**src/design/afsu_pkg.sv**
```systemverilog
// Shared types and constants for the ADC frame sample unpacker.
// No dependencies; imported by every module of the block.
package afsu_pkg;

  // Configuration register indexes
  localparam logic CFG_CHANNEL_COUNT = 1'b0;
  localparam logic CFG_WIDE_SAMPLES  = 1'b1;

  // Reset values of the configuration registers
  localparam logic [3:0] CHANNEL_COUNT_RESET = 4'd8;
  localparam logic       WIDE_SAMPLES_RESET  = 1'b1;

  // Sample lengths in bytes
  localparam logic [1:0] NARROW_BYTES = 2'd2;
  localparam logic [1:0] WIDE_BYTES   = 2'd3;

  // Depth of the queue between front and back
  localparam int QUEUE_DEPTH = 2;

  // One data byte of a sample, classified by the front end
  typedef struct packed {
    logic [7:0]  data;       // raw byte
    logic        first;      // first byte of a sample: restart accumulation
    logic        done;       // final byte of a sample: emit a result
    logic [2:0]  channel;    // channel number, masked to 3 bits
    logic [31:0] seq_num;    // frame sequence number
    logic        last;       // final channel of the frame
  } byte_op_t;

endpackage

```
**src/design/afsu_front.sv**
```systemverilog
// Front end: accepts bytes, tracks frame position and channel, holds config.
// Depends on afsu_pkg; pushes classified data bytes into afsu_queue.
module afsu_front import afsu_pkg::*; #(
  parameter int MAX_CHANNELS = 8,
  parameter int STATUS_BYTES = 3
) (
  input  logic       clk,
  input  logic       rst,
  input  logic       fire,
  input  logic [7:0] data_byte,
  input  logic       frame_start,
  input  logic       cfg_valid,
  input  logic       cfg_index,
  input  logic [3:0] cfg_data,
  output logic       push,
  output byte_op_t   op
);

  localparam int CW = $clog2(MAX_CHANNELS + 1);
  localparam int PW = $clog2(STATUS_BYTES + 2);
  localparam logic [4:0]    MAX_CH5    = 5'(MAX_CHANNELS);
  localparam logic [PW-1:0] STATUS_LIM = PW'(STATUS_BYTES);

  // Configuration registers
  logic [3:0] channel_count;
  logic       wide_samples;

  // Frame tracking registers
  logic [PW-1:0] byte_position, byte_position_next;
  logic [1:0]    byte_in_sample, byte_in_sample_next;
  logic [CW-1:0] current_channel, current_channel_next;
  logic          past_end, past_end_next;
  logic [31:0]   frame_counter, frame_counter_next;

  // Working copies after a frame start is applied
  logic [PW-1:0] pos_w;
  logic [1:0]    bis_w;
  logic [CW-1:0] ch_w;
  logic          past_w;
  logic [31:0]   fc_w;

  logic [4:0]    nch;
  logic [4:0]    ch5;
  logic [4:0]    ch5_inc;
  logic [1:0]    sample_bytes;
  logic [1:0]    bis_inc;
  logic          sample_done;
  logic [CW+2:0] ch_ext;

  // Effective channel count, saturated
  assign nch          = ({1'b0, channel_count} > MAX_CH5) ? MAX_CH5 : {1'b0, channel_count};
  assign sample_bytes = wide_samples ? WIDE_BYTES : NARROW_BYTES;

  // Frame start restarts the frame state
  always_comb begin
    pos_w  = byte_position;
    bis_w  = byte_in_sample;
    ch_w   = current_channel;
    past_w = past_end;
    fc_w   = frame_counter;
    if (frame_start) begin
      pos_w  = '0;
      bis_w  = '0;
      ch_w   = '0;
      past_w = 1'b0;
      fc_w   = frame_counter + 32'd1;
    end
  end

  assign ch5         = 5'(ch_w);
  assign ch5_inc     = ch5 + 5'd1;
  assign bis_inc     = bis_w + 2'd1;
  assign sample_done = (bis_inc >= sample_bytes);
  assign ch_ext      = (CW+3)'(ch_w);

  // Byte classification and next state
  always_comb begin
    byte_position_next   = byte_position;
    byte_in_sample_next  = byte_in_sample;
    current_channel_next = current_channel;
    past_end_next        = past_end;
    frame_counter_next   = frame_counter;
    push                 = 1'b0;
    if (fire) begin
      byte_position_next   = pos_w;
      byte_in_sample_next  = bis_w;
      current_channel_next = ch_w;
      past_end_next        = past_w;
      frame_counter_next   = fc_w;
      priority if (past_w) begin
        // outside a frame: drop
      end else if (pos_w < STATUS_LIM) begin
        byte_position_next = pos_w + PW'(1);
      end else if (ch5 >= nch) begin
        past_end_next = 1'b1;
      end else begin
        push = 1'b1;
        if (sample_done) begin
          byte_in_sample_next  = '0;
          current_channel_next = ch_w + CW'(1);
          if (ch5_inc >= nch) past_end_next = 1'b1;
        end else begin
          byte_in_sample_next = bis_inc;
        end
      end
    end
  end

  // Queue entry
  always_comb begin
    op.data    = data_byte;
    op.first   = (bis_w == 2'd0);
    op.done    = sample_done;
    op.channel = ch_ext[2:0];
    op.seq_num = fc_w - 32'd1;
    op.last    = (ch5_inc >= nch);
  end

  // State registers
  always_ff @(posedge clk) begin
    if (rst) begin
      byte_position   <= '0;
      byte_in_sample  <= '0;
      current_channel <= '0;
      past_end        <= 1'b1;
      frame_counter   <= '0;
    end else begin
      byte_position   <= byte_position_next;
      byte_in_sample  <= byte_in_sample_next;
      current_channel <= current_channel_next;
      past_end        <= past_end_next;
      frame_counter   <= frame_counter_next;
    end
  end

  // Configuration writes
  always_ff @(posedge clk) begin
    if (rst) begin
      channel_count <= CHANNEL_COUNT_RESET;
      wide_samples  <= WIDE_SAMPLES_RESET;
    end else if (cfg_valid) begin
      unique case (cfg_index)
        CFG_CHANNEL_COUNT: channel_count <= cfg_data;
        CFG_WIDE_SAMPLES:  wide_samples  <= cfg_data[0];
        default: ;
      endcase
    end
  end

`ifndef SYNTHESIS
  // Channel number never runs past the saturated maximum
  assert property (@(posedge clk) disable iff (rst) 5'(current_channel) <= MAX_CH5)
    else $error("afsu_front: channel number out of range");
  // A pushed byte always belongs to a channel inside the frame
  assert property (@(posedge clk) disable iff (rst) push |-> (ch5 < nch) && fire)
    else $error("afsu_front: data byte pushed outside a frame");
  // After the final channel's last byte the frame is closed
  assert property (@(posedge clk) disable iff (rst)
    (push && op.done && op.last) |=> past_end)
    else $error("afsu_front: frame not closed after last channel");
`endif

endmodule

```
**src/design/afsu_queue.sv**
```systemverilog
// Two-entry queue of classified bytes between front and back end.
// Depends on afsu_pkg for the entry type and depth.
module afsu_queue import afsu_pkg::*; (
  input  logic     clk,
  input  logic     rst,
  input  logic     push,
  input  byte_op_t push_op,
  output logic     full,
  input  logic     pop,
  output logic     pop_valid,
  output byte_op_t pop_op
);

  localparam int AW = $clog2(QUEUE_DEPTH);
  localparam int NW = $clog2(QUEUE_DEPTH + 1);

  byte_op_t entries [QUEUE_DEPTH];
  logic [AW-1:0] wr_ptr, rd_ptr;
  logic [NW-1:0] count;
  logic do_push, do_pop;

  assign full      = (count == NW'(QUEUE_DEPTH));
  assign pop_valid = (count != '0);
  assign pop_op    = entries[rd_ptr];
  assign do_push   = push && !full;
  assign do_pop    = pop && pop_valid;

  // Entry storage
  always_ff @(posedge clk) begin
    if (do_push) entries[wr_ptr] <= push_op;
  end

  // Pointers and fill count
  always_ff @(posedge clk) begin
    if (rst) begin
      wr_ptr <= '0;
      rd_ptr <= '0;
      count  <= '0;
    end else begin
      if (do_push) wr_ptr <= wr_ptr + AW'(1);
      if (do_pop)  rd_ptr <= rd_ptr + AW'(1);
      count <= count + NW'(do_push) - NW'(do_pop);
    end
  end

`ifndef SYNTHESIS
  // Front never pushes into a full queue
  assert property (@(posedge clk) disable iff (rst) push |-> !full)
    else $error("afsu_queue: push while full");
  // Fill count stays within depth
  assert property (@(posedge clk) disable iff (rst) count <= NW'(QUEUE_DEPTH))
    else $error("afsu_queue: count overflow");
`endif

endmodule

```
**src/design/afsu_back.sv**
```systemverilog
// Back end: assembles sample bytes and drives the registered result beat.
// Depends on afsu_pkg for the queue entry type.
module afsu_back import afsu_pkg::*; (
  input  logic        clk,
  input  logic        rst,
  input  logic        op_valid,
  input  byte_op_t    op,
  output logic        pop,
  output logic        out_valid,
  input  logic        out_ready,
  output logic [23:0] sample_value,
  output logic [2:0]  channel_index,
  output logic [31:0] sequence_number,
  output logic        last_channel
);

  logic [23:0] accum, accum_next;
  logic        slot_free;

  // Take an entry whenever the result slot can be refilled
  assign slot_free  = !out_valid || out_ready;
  assign pop        = op_valid && slot_free;
  assign accum_next = op.first ? {16'd0, op.data} : {accum[15:0], op.data};

  // Accumulator
  always_ff @(posedge clk) begin
    if (pop) accum <= accum_next;
  end

  // Result payload
  always_ff @(posedge clk) begin
    if (pop && op.done) begin
      sample_value    <= accum_next;
      channel_index   <= op.channel;
      sequence_number <= op.seq_num;
      last_channel    <= op.last;
    end
  end

  // Result valid
  always_ff @(posedge clk) begin
    if (rst) begin
      out_valid <= 1'b0;
    end else if (pop && op.done) begin
      out_valid <= 1'b1;
    end else if (out_ready) begin
      out_valid <= 1'b0;
    end
  end

`ifndef SYNTHESIS
  // No byte at all is taken while a result is stuck
  assert property (@(posedge clk) disable iff (rst)
    (out_valid && !out_ready) |-> !pop)
    else $error("afsu_back: pop while result stalled");
  // A finished sample shows up as a result beat in the next cycle
  assert property (@(posedge clk) disable iff (rst) (pop && op.done) |=> out_valid)
    else $error("afsu_back: finished sample not presented");
`endif

endmodule

```
**src/design/adc_frame_sample_unpacker_top.sv**
```systemverilog
// A result goes valid once its final byte has passed the queue into the registered slot.
// Throughput: one byte per cycle; the front end and the registered result slot are
// parted by a two-entry queue, so a stalled output stops input only once it fills.
// Reset (rst, synchronous): awaits a frame start, sequence count zero,
// channel_count = 8, wide_samples = 1, queue and result slot empty.
module adc_frame_sample_unpacker_top import afsu_pkg::*; #(
  parameter int MAX_CHANNELS = 8,
  parameter int STATUS_BYTES = 3
) (
  input  logic        clk,
  input  logic        rst,
  input  logic        in_valid,
  output logic        in_ready,
  input  logic [7:0]  data_byte,
  input  logic        frame_start,
  output logic        out_valid,
  input  logic        out_ready,
  output logic [23:0] sample_value,
  output logic [2:0]  channel_index,
  output logic [31:0] sequence_number,
  output logic        last_channel,
  input  logic        cfg_valid,
  output logic        cfg_ready,
  input  logic        cfg_index,
  input  logic [3:0]  cfg_data
);

  logic     in_fire;
  logic     push, full, pop, op_valid;
  byte_op_t push_op, pop_op;

  assign in_ready  = !full;
  assign in_fire   = in_valid && in_ready;
  assign cfg_ready = 1'b1;

  afsu_front #(
    .MAX_CHANNELS(MAX_CHANNELS),
    .STATUS_BYTES(STATUS_BYTES)
  ) u_front (
    .clk        (clk),
    .rst        (rst),
    .fire       (in_fire),
    .data_byte  (data_byte),
    .frame_start(frame_start),
    .cfg_valid  (cfg_valid),
    .cfg_index  (cfg_index),
    .cfg_data   (cfg_data),
    .push       (push),
    .op         (push_op)
  );

  afsu_queue u_queue (
    .clk      (clk),
    .rst      (rst),
    .push     (push),
    .push_op  (push_op),
    .full     (full),
    .pop      (pop),
    .pop_valid(op_valid),
    .pop_op   (pop_op)
  );

  afsu_back u_back (
    .clk            (clk),
    .rst            (rst),
    .op_valid       (op_valid),
    .op             (pop_op),
    .pop            (pop),
    .out_valid      (out_valid),
    .out_ready      (out_ready),
    .sample_value   (sample_value),
    .channel_index  (channel_index),
    .sequence_number(sequence_number),
    .last_channel   (last_channel)
  );

endmodule

```
**config.mk**
```make
export PLATFORM = sky130hd
export DESIGN_NAME = adc_frame_sample_unpacker_top
export DESIGN_NICKNAME = d
export VERILOG_FILES = /design/src/design/afsu_pkg.sv /design/src/design/afsu_front.sv /design/src/design/afsu_queue.sv /design/src/design/afsu_back.sv /design/src/design/adc_frame_sample_unpacker_top.sv
export SDC_FILE = /design/constraint.sdc
export NUM_CORES = 1
export LEC_CHECK = 0
export ABC_CLOCK_PERIOD_IN_PS = 4890
export BUFFER_PORTS_ARGS = -buffer_cell sky130_fd_sc_hd__buf_2
export CAP_MARGIN = 20
export CORE_MARGIN = 2
export CORE_UTILIZATION = 41
export DETAILED_ROUTE_END_ITERATION = 8
export MAX_ROUTING_LAYER = met4
export PLACE_DENSITY = 0.65
export SLEW_MARGIN = 10
export SYNTH_ARGS = -nofsm -noshare
export SYNTH_HDL_FRONTEND = slang
export SYNTH_HIERARCHICAL = 1
export SYNTH_SLANG_ARGS = --single-unit
```
**constraint.sdc**
```tcl
create_clock -name clk -period 4.89 [get_ports clk]
set_input_delay 0.7335 -clock clk [delete_from_list [all_inputs] [get_ports clk]]
set_output_delay 0.7335 -clock clk [all_outputs]
set_load 0.01 [all_outputs]
```
== Yosys cells after proc, flatten, opt, wreduce, memory -nomap -nowiden ==
Memory sizes are Yosys's and may differ from the RTL's. A register that Yosys moved wholly into a read port is not among the register bits.
Index checks and enable logic that the tools add are counted.

* Memories: 1
* Bits in latches: 0
* Bits in read-only memories: 0
* Bits of input ports: 19
* Bits in writable memories: 92
* Output and inout port bits: 63
* Word-level logic and storage cells: 80
* Bits in registers: 128

* Divide/modulo/power cells: 0
* Equality and inequality tests: 1
* Multipliers: 0
* Shifts and indexed selects: 0
* Bitwise gates (word level): 1
* Muxes and demuxes: 33
* Reductions and logical operators: 13
* Add/subtract/negate cells: 10
* Magnitude comparators: 5

{| class="wikitable"
|+ Memory list
! name !! depth !! width !! rd ports !! clocked after Yosys merged registers in !! wr ports !! line !! RTL
|-
| u_queue.entries || 2 || 46 || 1 || 1 || 1 || afsu_queue.sv:17 || <nowiki>byte_op_t entries [QUEUE_DEPTH];</nowiki>
|}

{| class="wikitable"
|+ Operators by type and width
! operator !! count
|-
| 32-bit by 1-bit adder with 32-bit output, second input constant || 1
|-
| 32-bit 2-to-1 mux || 1
|-
| 32-bit by 1-bit subtractor with 32-bit output, second input constant || 1
|-
| 24-bit 2-to-1 mux || 1
|-
| 4-bit 2-to-1 mux || 6
|-
| 1-bit 2-to-1 mux || 17
|-
| 2-bit 2-to-1 mux || 5
|-
| 3-bit 2-to-1 mux || 3
|-
| 4-bit by 1-bit adder with 5-bit output, second input constant || 1
|-
| 4-bit by 5-bit greater-or-equal comparator with 1-bit output || 1
|-
| 5-bit greater-or-equal comparator || 1
|-
| 1-bit logical AND || 5
|-
| 4-bit by 1-bit adder with 4-bit output, second input constant || 1
|-
| 4-bit > comparator, second input constant || 1
|-
| 2-bit AND reduction || 2
|-
| 2-bit nonzero test || 2
|-
| 3-bit by 1-bit adder with 3-bit output, second input constant || 1
|-
| 3-bit by 2-bit less-than comparator with 1-bit output, second input constant || 1
|-
| 1-bit adder, second input constant || 2
|-
| 2-bit by 1-bit adder with 2-bit output || 1
|-
| 2-bit by 1-bit adder with 2-bit output, second input constant || 1
|-
| 2-bit equality test, second input constant || 1
|-
| 2-bit greater-or-equal comparator || 1
|-
| 1-bit zero test || 2
|-
| 4 further kinds || 4
|}

== Longest topological paths before layout ==
Gate-level depths: netlist of the first run.

* Depth in word-level cells: 10
* Gate-level depth with buffers: 14
* Mapped depth without buffers: 13

== Hierarchy ==
The synthesis of the first run kept the hierarchy.

{| class="wikitable"
|+ By module, submodules not included
! module !! area an instance (um^2) !! seq. area each (um^2) !! cells an instance !! times used
|-
| afsu_front || 4,155.2 || 940.9 || 539 || 1
|-
| afsu_queue || 3,567.2 || 2,862.7 || 170 || 1
|-
| afsu_back || 2,473.6 || 2,302.2 || 99 || 1
|-
| adc_frame_sample_unpacker_top || 21.3 || 0.0 || 4 || 1
|}

== Worst setup path before layout of the first run ==
No wires, ideal clock.

* Path type: input to register
* Start: input port frame_start
* End: memory u_queue/entries[0][0] (netlist bit), enable pin
* Arrival time: 4.385 ns
* Stages: 10
* Setup slack: 0.104 ns
* Required time: 4.490 ns
* Cell sequence: clkbuf_1 -> clkbuf_1 -> nor2b_1 -> ha_1 -> a21o_1 -> a21o_1 -> a2111oi_0 -> inv_1 -> or3_1 -> inv_1

{| class="wikitable"
|+ RTL lines
! item !! line !! RTL
|-
| start: declaration || adc_frame_sample_unpacker_top.sv:15 || <nowiki>input logic frame_start,</nowiki>
|-
| end: declaration || afsu_queue.sv:17 ||
|}

==> flow_metrics.env, run 1 <==
export IMPL_core_area_sq_mm=0.0244
export IMPL_cp_required_ns=5.13
export IMPL_avgViaCountPerCell=5.15
export IMPL_cts_sinks=221
export IMPL_wl_per_cell_um=15.5
export IMPL_finalSetupTns_ns=0
export IMPL_timing_slew_headroom_pct=35.5
export IMPL_final_hold_violation_count=0
export IMPL_post_dp_hpwl_um=12800
export IMPL_grt_max_degree=61
export IMPL_yosys_area_top_type="edfxtp_1"
export IMPL_drt_iter0_drc=438
export IMPL_synth_nets=846
export IMPL_syn_inst=812
export IMPL_ys_dominant_reg_cell="edfxtp_1"
export IMPL_cts_hold_buffers=0
export IMPL_drc=0
export IMPL_gp_congestion=0.920
export IMPL_fillCellCount=2148
export IMPL_finalSetupViolCount=0
export IMPL_grt_pass1_vias=5727
export IMPL_maxCapViolCount=0
export IMPL_clock_skew_ns=0.0108
export IMPL_crit_path_start_kind="register"
export IMPL_setup_slack_ns=1.09
export IMPL_start_util_pct=41.9
export IMPL_power_density_mw_per_mm2=333
export IMPL_clk_pin_slew_ns=0.06
export IMPL_drt_total_wl_um=18800
export IMPL_antenna_found_initial=0
export IMPL_power_leakage_nw=4.01
export IMPL_synth_commonest_cells="edfxtp_1, nor2_1, dfxtp_1"
export IMPL_ys_seq_elements=221
export IMPL_port_buffers=80
export IMPL_die_h_um=162
export IMPL_grt_usage_pct=14.4
export IMPL_num_antenna_cells=0
export IMPL_vias=6238
export IMPL_yosysWarnings=6
export IMPL_synth_area_top_cells="edfxtp_1, dfxtp_1, mux2_2"
export IMPL_power_frac_clock_pct=43.2
export IMPL_drive_above_1_share_pct=23.6
export IMPL_netlist_area_sq_mm=0.0102
export IMPL_max_clock_freq_ghz=0.263
export IMPL_fin_cells=1211
export IMPL_critPathKind="reg -> reg"
export IMPL_clock_latency_ns=0.51
export IMPL_slew_violations=0
export IMPL_synth_edf_count=168
export IMPL_postSynthAreaPerCell_sq_um=12.6
export IMPL_ctsResizeCount=0
export IMPL_yosysMostFrequentCell="edfxtp_1"
export IMPL_syn_to_final_growth_pct=12.7
export IMPL_placedCellCount=1170
export IMPL_cts_root_buf="clkbuf_16"
export IMPL_place_ws_ns=1.08
export IMPL_p_switching_uw=784
export IMPL_layout_nets=905
export IMPL_dieArea_sq_mm=0.0262
export IMPL_hold_class="in -> reg"
export IMPL_tightest_slew_ns=0.968
export IMPL_num_rows=57
export IMPL_ios=82
export IMPL_synth_top_area_share_pct=49.4
export IMPL_rsz0062_at_grt="false"
export IMPL_period_share_pct=77.6
export IMPL_ant_nets=0
export IMPL_swShare_pct=20.4
export IMPL_cts_buffer_depth=3
export IMPL_numCtsBuffers=23
export IMPL_synthArstFlopShare_pct=0
export IMPL_peakVddDrop_uv=235
export IMPL_cp_max_fo=11
export IMPL_cp_end_kind="register"
export IMPL_grt_first_pass_wirelength_um=29900
export IMPL_cts_max_level=1
export IMPL_period_minus_slack_ns=3.80
export IMPL_sequentialPowerShare_pct=52.9
export IMPL_final_core_util_pct=47.2
export IMPL_crit_arrival_ns=4.04
export IMPL_ys_seq_area_share_pct=59.8
export IMPL_cts_setup_buffers=0
export IMPL_p_comb_share_pct=3.9
export IMPL_p_total_mw=3.84
export IMPL_synth_cell_types=78
export IMPL_grt_overflow=0
export IMPL_status="complete, no violations"
export IMPL_fp_dieW_um=162
export IMPL_dr_pass1_iters=5
export IMPL_cts_tree="done"
export IMPL_internal_power_mw=3.06
-- worst paths after layout --
check / startpoint / to / slack [ns] / depth (start not counted)
setup / recovery: u_front/frame_counter[0] / u_queue/entries[0][32] / 1.09 / 8
hold reg to reg: u_front/byte_in_sample[1] / u_front/byte_in_sample[1] / 0.45 / 2
hold / removal: data_byte[7] / u_queue/entries[0][45] / 0.42 / 1
setup reg to reg: u_front/frame_counter[0] / u_queue/entries[0][32] / 1.09 / 8
-- state kept, by name, indices dropped and copies added (netlist names), named ones only --
signal / cells
u_back/sequence_number: 32
u_back/last_channel: 1
u_queue/entries: 92
u_front/channel_count: 4
u_front/byte_position: 3
u_front/frame_counter: 32
u_queue/rd_ptr: 1
u_front/wide_samples: 1
u_queue/wr_ptr: 1
u_back/channel_index: 3
u_back/sample_value: 24
u_back/out_valid: 1
u_front/byte_in_sample: 2
u_front/past_end: 1
u_queue/count: 2
u_back/accum: 16
u_front/current_channel: 4
-- cell type report --
cell class	instances	area, sq um	share of cell area (%)
flip-flops and latches	221	6110	53.0
multi-input cells	521	3750	32.5
clock buffers	24	579	5.03
repair buffers	88	473	4.11
well taps	324	405	3.52
clock inverters	17	148	1.28
inverters	16	60.1	0.521
-- worst max-delay path, stage by stage (launching register included) --
cell       delay [ns]
dfxtp_1          0.52
ha_1             0.34
nand4_1          0.40
or4_4            0.70
a311oi_4         0.39
o2111ai_2        0.30
a2111oi_4        0.55
nand4_2          0.16
xnor2_1          0.18
-- stage by stage --
| step | area, sq um | hold slack, ns |
|---|---|---|
| floorplan | 10200 | 0.432 |
| global placement | 10800 | 0.448 |
| detailed placement | 10800 | 0.450 |
| CTS | 11500 | 0.401 |
| global route | 11500 | 0.405 |
| finish | 11500 | 0.421 |
-- layout by cell type (no fill, tap or decap), drive strengths merged, types with 7 or more instances in the layout --
| master | count |
|---|---|
| and3 | 11 |
| nand2 | 48 |
| o21ai | 12 |
| and2 | 8 |
| a21oi | 14 |
| mux2 | 46 |
| nor4 | 10 |
| buf | 88 |
| or4 | 8 |
| xor2 | 40 |
| clkinv | 10 |
| inv | 18 |
| or3 | 8 |
| dfxtp | 53 |
| edfxtp | 168 |
| nor3 | 15 |
| nor2 | 69 |
| a2111oi | 7 |
| ha | 15 |
| nor2b | 19 |
| nand3 | 27 |
| clkbuf | 24 |
| nand4 | 22 |
| xnor2 | 42 |
| nand2b | 10 |
-- metal layers --
layer  share of wire, %  vias up  track usage (%)
met4                1.8        0             3.78
met3                5.5       23             2.15
met5                  0        -                -
li1                   -     3122                -
met1                 49     2940             20.3
met2                 44      153             22.0
-- logic make-up after synthesis --
logic type                 count (synthesis)  share of synthesized area [%]
and+or+nand+nor                          281                           14.9
AOI/OAI and AO/OA                         91                           7.19
adders and majority gates                 15                           1.84
other                                      1                         0.0367
muxes                                     51                           5.56
buffers and inverters                     70                           3.66
DFF                                      221                           59.8
xor gates and xnor gates                  82                           7.03
-- power by group through the flow --
stage | combinational [mW] | clock, mW | sequential [mW]
after global routing | 0.167 | 1.78 | 2.03
after floorplan | 0.119 | 0 | 2.07
after CTS | 0.150 | 1.71 | 2.03
after detailed placement | 0.149 | 0 | 2.07
after global placement | 0.146 | 0 | 2.07
final | 0.149 | 1.66 | 2.03
(Power assumes the default switching activity.)
==> run 2: changes to the inputs <==
ABC_CLOCK_PERIOD_IN_PS = 3970   (was 4890)
PLACE_DENSITY = 0.63   (was 0.65)
clock period = 3.97 ns   (was 4.89 ns; I/O delays follow)
==> run 2 against run 1 <==
Core utilization rose by 0.17 points. Clock-buffer cell count rose by 5. Final cell count rose by 0.91%. Critical path depth rose by 1. Maximum frequency rose by 7.9%. Largest power group unchanged.
==> flow_metrics.env, run 2 (synthesized netlist as in run 1, its figures left out) <==
export IMPL_status="complete, no violations"
export IMPL_cp_end_kind="register"
export IMPL_start_util_pct=41.9
export IMPL_rrSetupSlack_ns=0.45
export IMPL_cts_root_buf="clkbuf_16"
export IMPL_tightest_slew_ns=1.01
export IMPL_port_buffers=80
export IMPL_hold_path_end="u_queue/entries[1][40]"
export IMPL_clock_skew_ns=0.0110
export IMPL_finalSetupViolCount=0
export IMPL_cp_max_fo=11
export IMPL_final_cell_mix="edfxtp_1, buf_2, nor2_1"
export IMPL_ctsResizeCount=0
export IMPL_drt_iter0_drc=478
export IMPL_die_h_um=162
export IMPL_cts_hold_buffers=0
export IMPL_peakVddDrop_uv=246
export IMPL_cts_max_level=1
export IMPL_syn_to_final_growth_pct=13.2
export IMPL_path_buf_inv=1
export IMPL_sequentialPowerShare_pct=54.6
export IMPL_cts_setup_buffers=0
export IMPL_mostFrequentLayoutCell="edfxtp_1"
export IMPL_min_from="data_byte[2]"
export IMPL_clock_latency_ns=0.51
export IMPL_gp_congestion=0.910
export IMPL_max_clock_freq_ghz=0.284
export IMPL_grt_pass1_vias=6072
export IMPL_dieArea_sq_mm=0.0262
export IMPL_power_leakage_nw=4.02
export IMPL_layout_nets=917
export IMPL_grt_overflow=0
export IMPL_cts_tree="done"
export IMPL_timing_slew_headroom_pct=32.7
export IMPL_hold_class="in -> reg"
export IMPL_dr_pass1_iters=5
export IMPL_crit_slowest_cell="a2111oi_2"
export IMPL_drc=0
export IMPL_final_hold_violation_count=0
export IMPL_regArea_sq_mm=0.00611
export IMPL_ant_nets=0
export IMPL_cts_sinks=221
export IMPL_p_switching_uw=950
export IMPL_power_density_mw_per_mm2=396
export IMPL_largestRegisters="u_queue/entries x92, u_back/sequence_number x32, u_front/frame_counter x32"
export IMPL_num_rows=57
export IMPL_grt_usage_pct=15.8
export IMPL_cpPeakStageDelay_ns=0.63
export IMPL_hold_depth=1
export IMPL_wl_per_cell_um=16.3
export IMPL_grt_first_pass_wirelength_um=32700
export IMPL_rsz0062_at_grt="false"
export IMPL_vias=6407
export IMPL_drt_total_wl_um=19900
export IMPL_drive_above_1_share_pct=23.7
export IMPL_antenna_found_initial=0
export IMPL_power_frac_clock_pct=41.2
export IMPL_ios=82
export IMPL_core_area_sq_mm=0.0244
export IMPL_maxCapViolCount=0
export IMPL_path_cells="ha_1, buf_4, and4_1, nand4_1, a2111oi_2, o2111ai_2, a2111oi_4, nand2_1, xor2_1"
export IMPL_internal_power_mw=3.63
export IMPL_finalSetupTns_ns=0
export IMPL_post_dp_hpwl_um=13600
export IMPL_r2r_cells=9
export IMPL_crit_family="compound AO/OA/AOI/OAI gates"
export IMPL_largest_reg_flops=92
export IMPL_p_total_mw=4.58
export IMPL_period_share_pct=88.6
export IMPL_slew_violations=0
export IMPL_cp_required_ns=4.20
export IMPL_swShare_pct=20.7
export IMPL_startpoint="u_front/frame_counter[0]"
export IMPL_numCtsBuffers=22
export IMPL_avgViaCountPerCell=5.24
export IMPL_r2r_end="u_queue/entries[0][30]"
export IMPL_fp_dieW_um=162
export IMPL_fillCellCount=2189
export IMPL_whs_ns=0.287
export IMPL_cts_buffer_depth=3
export IMPL_fin_cells=1222
export IMPL_crit_arrival_ns=3.75
export IMPL_crit_path_start_kind="register"
export IMPL_rr_startpoint="u_front/frame_counter[0]"
export IMPL_multiInputGateArea_sq_mm=0.00375
export IMPL_final_core_util_pct=47.4
export IMPL_placedCellCount=1183
export IMPL_grt_max_degree=61
export IMPL_num_antenna_cells=0
export IMPL_critPathKind="reg -> reg"
export IMPL_clk_pin_slew_ns=0.06
export IMPL_p_comb_share_pct=4.2
export IMPL_period_minus_slack_ns=3.52
export IMPL_regMostFlops="u_queue/entries"
run 2: changes by cell type in the layout (fill, tap and decap cells not counted), moves of 2 or more:
cell	before	now
buf_4	7	19
clkinv_2	8	1
clkbuf_1	1	6
clkinv_1	2	5
bufinv_16	2	0
clkinvlp_2	0	2
run 2: area by class of cell:
type | instances | share of cell area, %
Sequential cell | 221 | 52.8
Multi-Input combinational cell | 521 | 32.5
Clock buffer | 29 | 5.17
Timing Repair Buffer | 101 | 5.04
Tap cell | 324 | 3.51
Inverter | 16 | 0.552
Clock inverter | 10 | 0.433
run 2: through the flow:
stage / setup slack [ns] / instance area [sq um]
global placement: 0.423 / 10900
global route: 0.174 / 11600
floorplan: 0.0669 / 10200
CTS: 0.450 / 11600
detailed placement: 0.371 / 10900
finish: 0.451 / 11600
run 2: worst max-delay path by stage:
stage | end | cells after the start | slack, ns
2_1_floorplan | u_back/channel_index[0] | 4 | 0.07
3_3_place_gp | u_queue/entries[1][32] | 9 | 0.42
3_5_place_dp | u_queue/entries[1][30] | 8 | 0.37
4_1_cts | u_queue/entries[0][30] | 9 | 0.45
5_1_grt | u_queue/entries[0][30] | 9 | 0.17
6_report | u_queue/entries[0][30] | 9 | 0.45
run 2: layer usage:
metal  global-route usage [%]  wire, um  up-vias
li1                         -         -     3135
met1                     23.2      9740     3054
met2                     22.9      8660      189
met3                     2.25      1110       29
met4                     4.67       428        0
met5                        -         0        -
run 2: power groups by stage:
stage	Combinational, mW	Sequential, mW	Clock [mW]
5_1_grt	0.213	2.50	2.05
3_3_place_gp	0.185	2.55	0
6_report	0.192	2.50	1.89
4_1_cts	0.193	2.50	1.95
2_1_floorplan	0.147	2.55	0
3_5_place_dp	0.192	2.55	0
run 2: worst register-to-register path, stage by stage (launching register included):
cell and delay, ns:
dfxtp_1 0.55, ha_1 0.24, buf_4 0.14, and4_1 0.40, nand4_1 0.16, a2111oi_2 0.63
o2111ai_2 0.33, a2111oi_4 0.51, nand2_1 0.12, xor2_1 0.18
==> run 3: changes to the inputs <==
CORE_UTILIZATION = 35   (was 41)
CTS_BUF_LIST = sky130_fd_sc_hd__clkbuf_8   (was default)
PLACE_DENSITY = 0.56   (was 0.63)
==> run 3 against run 2 <==
Non-clock buffer count is 1 lower. Power decreased by 2.7%. Register-to-register slack lost 0.02 ns. Highest routed layer unchanged. Critical endpoint is now u_queue/entries[0][31]. Sequential share of layout area decreased by 0.36 points. Largest cell class unchanged. Critical path type unchanged. Sequential cell count unchanged. Clock skew grew 0.0066 ns.
==> flow_metrics.env, run 3 (synthesized netlist as in run 1, its figures left out) <==
export IMPL_status="complete, no violations"
export IMPL_dr_pass1_iters=6
export IMPL_startpoint="u_front/frame_counter[1]"
export IMPL_drt_total_wl_um=20000
export IMPL_slew_violations=0
export IMPL_grt_usage_pct=13.6
export IMPL_layout_nets=931
export IMPL_final_cell_mix="edfxtp_1, buf_2, nor2_1"
export IMPL_path_cells="ha_1, and4_1, nand4_1, a2111oi_2, o2111ai_1, a2111oi_2, nand3_1, xor2_1"
export IMPL_gp_congestion=0.910
export IMPL_r2r_cells=8
export IMPL_drt_iter0_drc=496
export IMPL_critPathKind="reg -> reg"
export IMPL_path_buf_inv=0
export IMPL_cpMostUsedCell="a2111oi_2"
export IMPL_largest_reg_flops=92
export IMPL_clock_latency_ns=0.52
export IMPL_cp_max_fo=10
export IMPL_grt_use_met1_pct=19.4
export IMPL_post_dp_hpwl_um=13700
export IMPL_cp_end_kind="register"
export IMPL_grt_pass1_vias=6174
export IMPL_numCtsBuffers=37
export IMPL_syn_to_final_growth_pct=13.9
export IMPL_grt_max_degree=54
export IMPL_grtUsageMet3_pct=2.83
export IMPL_cts_max_level=2
export IMPL_start_util_pct=35.6
export IMPL_fp_dieW_um=175
export IMPL_antenna_found_initial=0
export IMPL_wl_per_cell_um=15.3
export IMPL_cts_hold_buffers=0
export IMPL_num_rows=62
export IMPL_crit_family="compound AO/OA/AOI/OAI gates"
export IMPL_rrSetupSlack_ns=0.43
export IMPL_ant_nets=0
export IMPL_whs_ns=0.255
export IMPL_finalSetupTns_ns=0
export IMPL_top_usage_layer="met1"
export IMPL_cts_buffer_depth=3
export IMPL_power_leakage_nw=4.09
export IMPL_tightest_slew_ns=1.03
export IMPL_grt_overflow=0
export IMPL_cpPeakStageDelay_ns=0.65
export IMPL_num_antenna_cells=0
export IMPL_finalSetupViolCount=0
export IMPL_cp_endpoint="u_queue/entries[0][31]"
export IMPL_cts_tree="done"
export IMPL_cts_setup_buffers=0
export IMPL_port_buffers=80
export IMPL_core_area_sq_mm=0.0287
export IMPL_rr_startpoint="u_front/frame_counter[1]"
export IMPL_clock_skew_ns=0.0176
export IMPL_drive_above_1_share_pct=24.8
export IMPL_use_met2_pct=19.4
export IMPL_mostFrequentLayoutCell="edfxtp_1"
export IMPL_ios=82
export IMPL_avgViaCountPerCell=4.88
export IMPL_hold_class="in -> reg"
export IMPL_cts_sinks=221
export IMPL_ctsResizeCount=0
export IMPL_crit_slowest_cell="a2111oi_2"
export IMPL_power_density_mw_per_mm2=383
export IMPL_dieArea_sq_mm=0.0306
export IMPL_crit_cells=8
export IMPL_largestRegisters="u_queue/entries x92, u_back/sequence_number x32, u_front/frame_counter x32"
export IMPL_clk_pin_slew_ns=0.06
export IMPL_fillCellCount=2705
export IMPL_crit_arrival_ns=3.78
export IMPL_grt_first_pass_wirelength_um=32900
export IMPL_regMostFlops="u_queue/entries"
export IMPL_cts_root_buf="clkbuf_8"
export IMPL_maxCapViolCount=0
export IMPL_timing_slew_headroom_pct=31.6
export IMPL_period_minus_slack_ns=3.54
export IMPL_period_share_pct=89.1
export IMPL_r2r_end="u_queue/entries[0][31]"
export IMPL_vias=6384
export IMPL_max_clock_freq_ghz=0.283
export IMPL_peakVddDrop_uv=163
export IMPL_rsz0062_at_grt="false"
export IMPL_final_hold_violation_count=0
export IMPL_drc=0
export IMPL_die_h_um=175
export IMPL_cp_required_ns=4.21
export IMPL_crit_path_start_kind="register"
-- run 3: changes by cell type in the layout (fill, tap and decap cells not counted), moves of 2 or more --
cell and delta:
clkbuf_16 -23, clkinvlp_2 -2, inv_1 +15, clkbuf_8 +38, clkbuf_1 -6, buf_4 -2, clkinv_2 +3
-- run 3: cell type report --
cell class                      count  area (sq um)  share of cell area, %
Clock inverter                     28           125                   1.07
Timing Repair Buffer              100           588                   5.05
Tap cell                          384           480                   4.13
Clock buffer                       38           523                   4.49
Multi-Input combinational cell    521          3750                   32.2
Inverter                           16          63.8                  0.548
Sequential cell                   221          6110                   52.5
-- run 3: worst min path at each step --
stage	startpoint	to	slack (ns)	depth (start not counted)
detailed placement	u_front/byte_in_sample[1]	u_front/byte_in_sample[1]	0.45	2
CTS	data_byte[3]	u_queue/entries[1][41]	0.22	1
global placement	u_front/byte_in_sample[1]	u_front/byte_in_sample[1]	0.44	2
global route	data_byte[5]	u_queue/entries[0][43]	0.23	1
floorplan	u_front/byte_in_sample[1]	u_front/byte_in_sample[1]	0.43	2
finish	data_byte[3]	u_queue/entries[1][41]	0.26	1
-- run 3: layer usage --
metal / share of wire, % / vias to the layer above / wire, um
met3: 6.1 / 38 / 1210
met1: 49 / 3003 / 9820
met4: 2.2 / 0 / 442
met2: 43 / 177 / 8530
li1: - / 3166 / -
met5: 0 / - / 0
-- run 3: power by group --
group | total, mW | leakage, nW | switching (mW) | internal [mW]
sequential | 2.50 | 1.95 | 0.00536 | 2.50
combinational | 0.195 | 1.76 | 0.116 | 0.0787
clock | 1.76 | 0.385 | 0.864 | 0.894
-- run 3: through the flow --
stage	util, %	setup slack [ns]	cells	total power [mW]	instance area [sq um]
floorplan	-	0.0669	812	2.69	10200
global placement	38.3	0.451	1242	2.74	11000
detailed placement	38.3	0.400	1242	2.75	11000
CTS	40.6	0.476	1308	4.54	11600
global route	40.6	0.143	1308	4.65	11600
finish	40.6	0.431	1308	4.45	11600
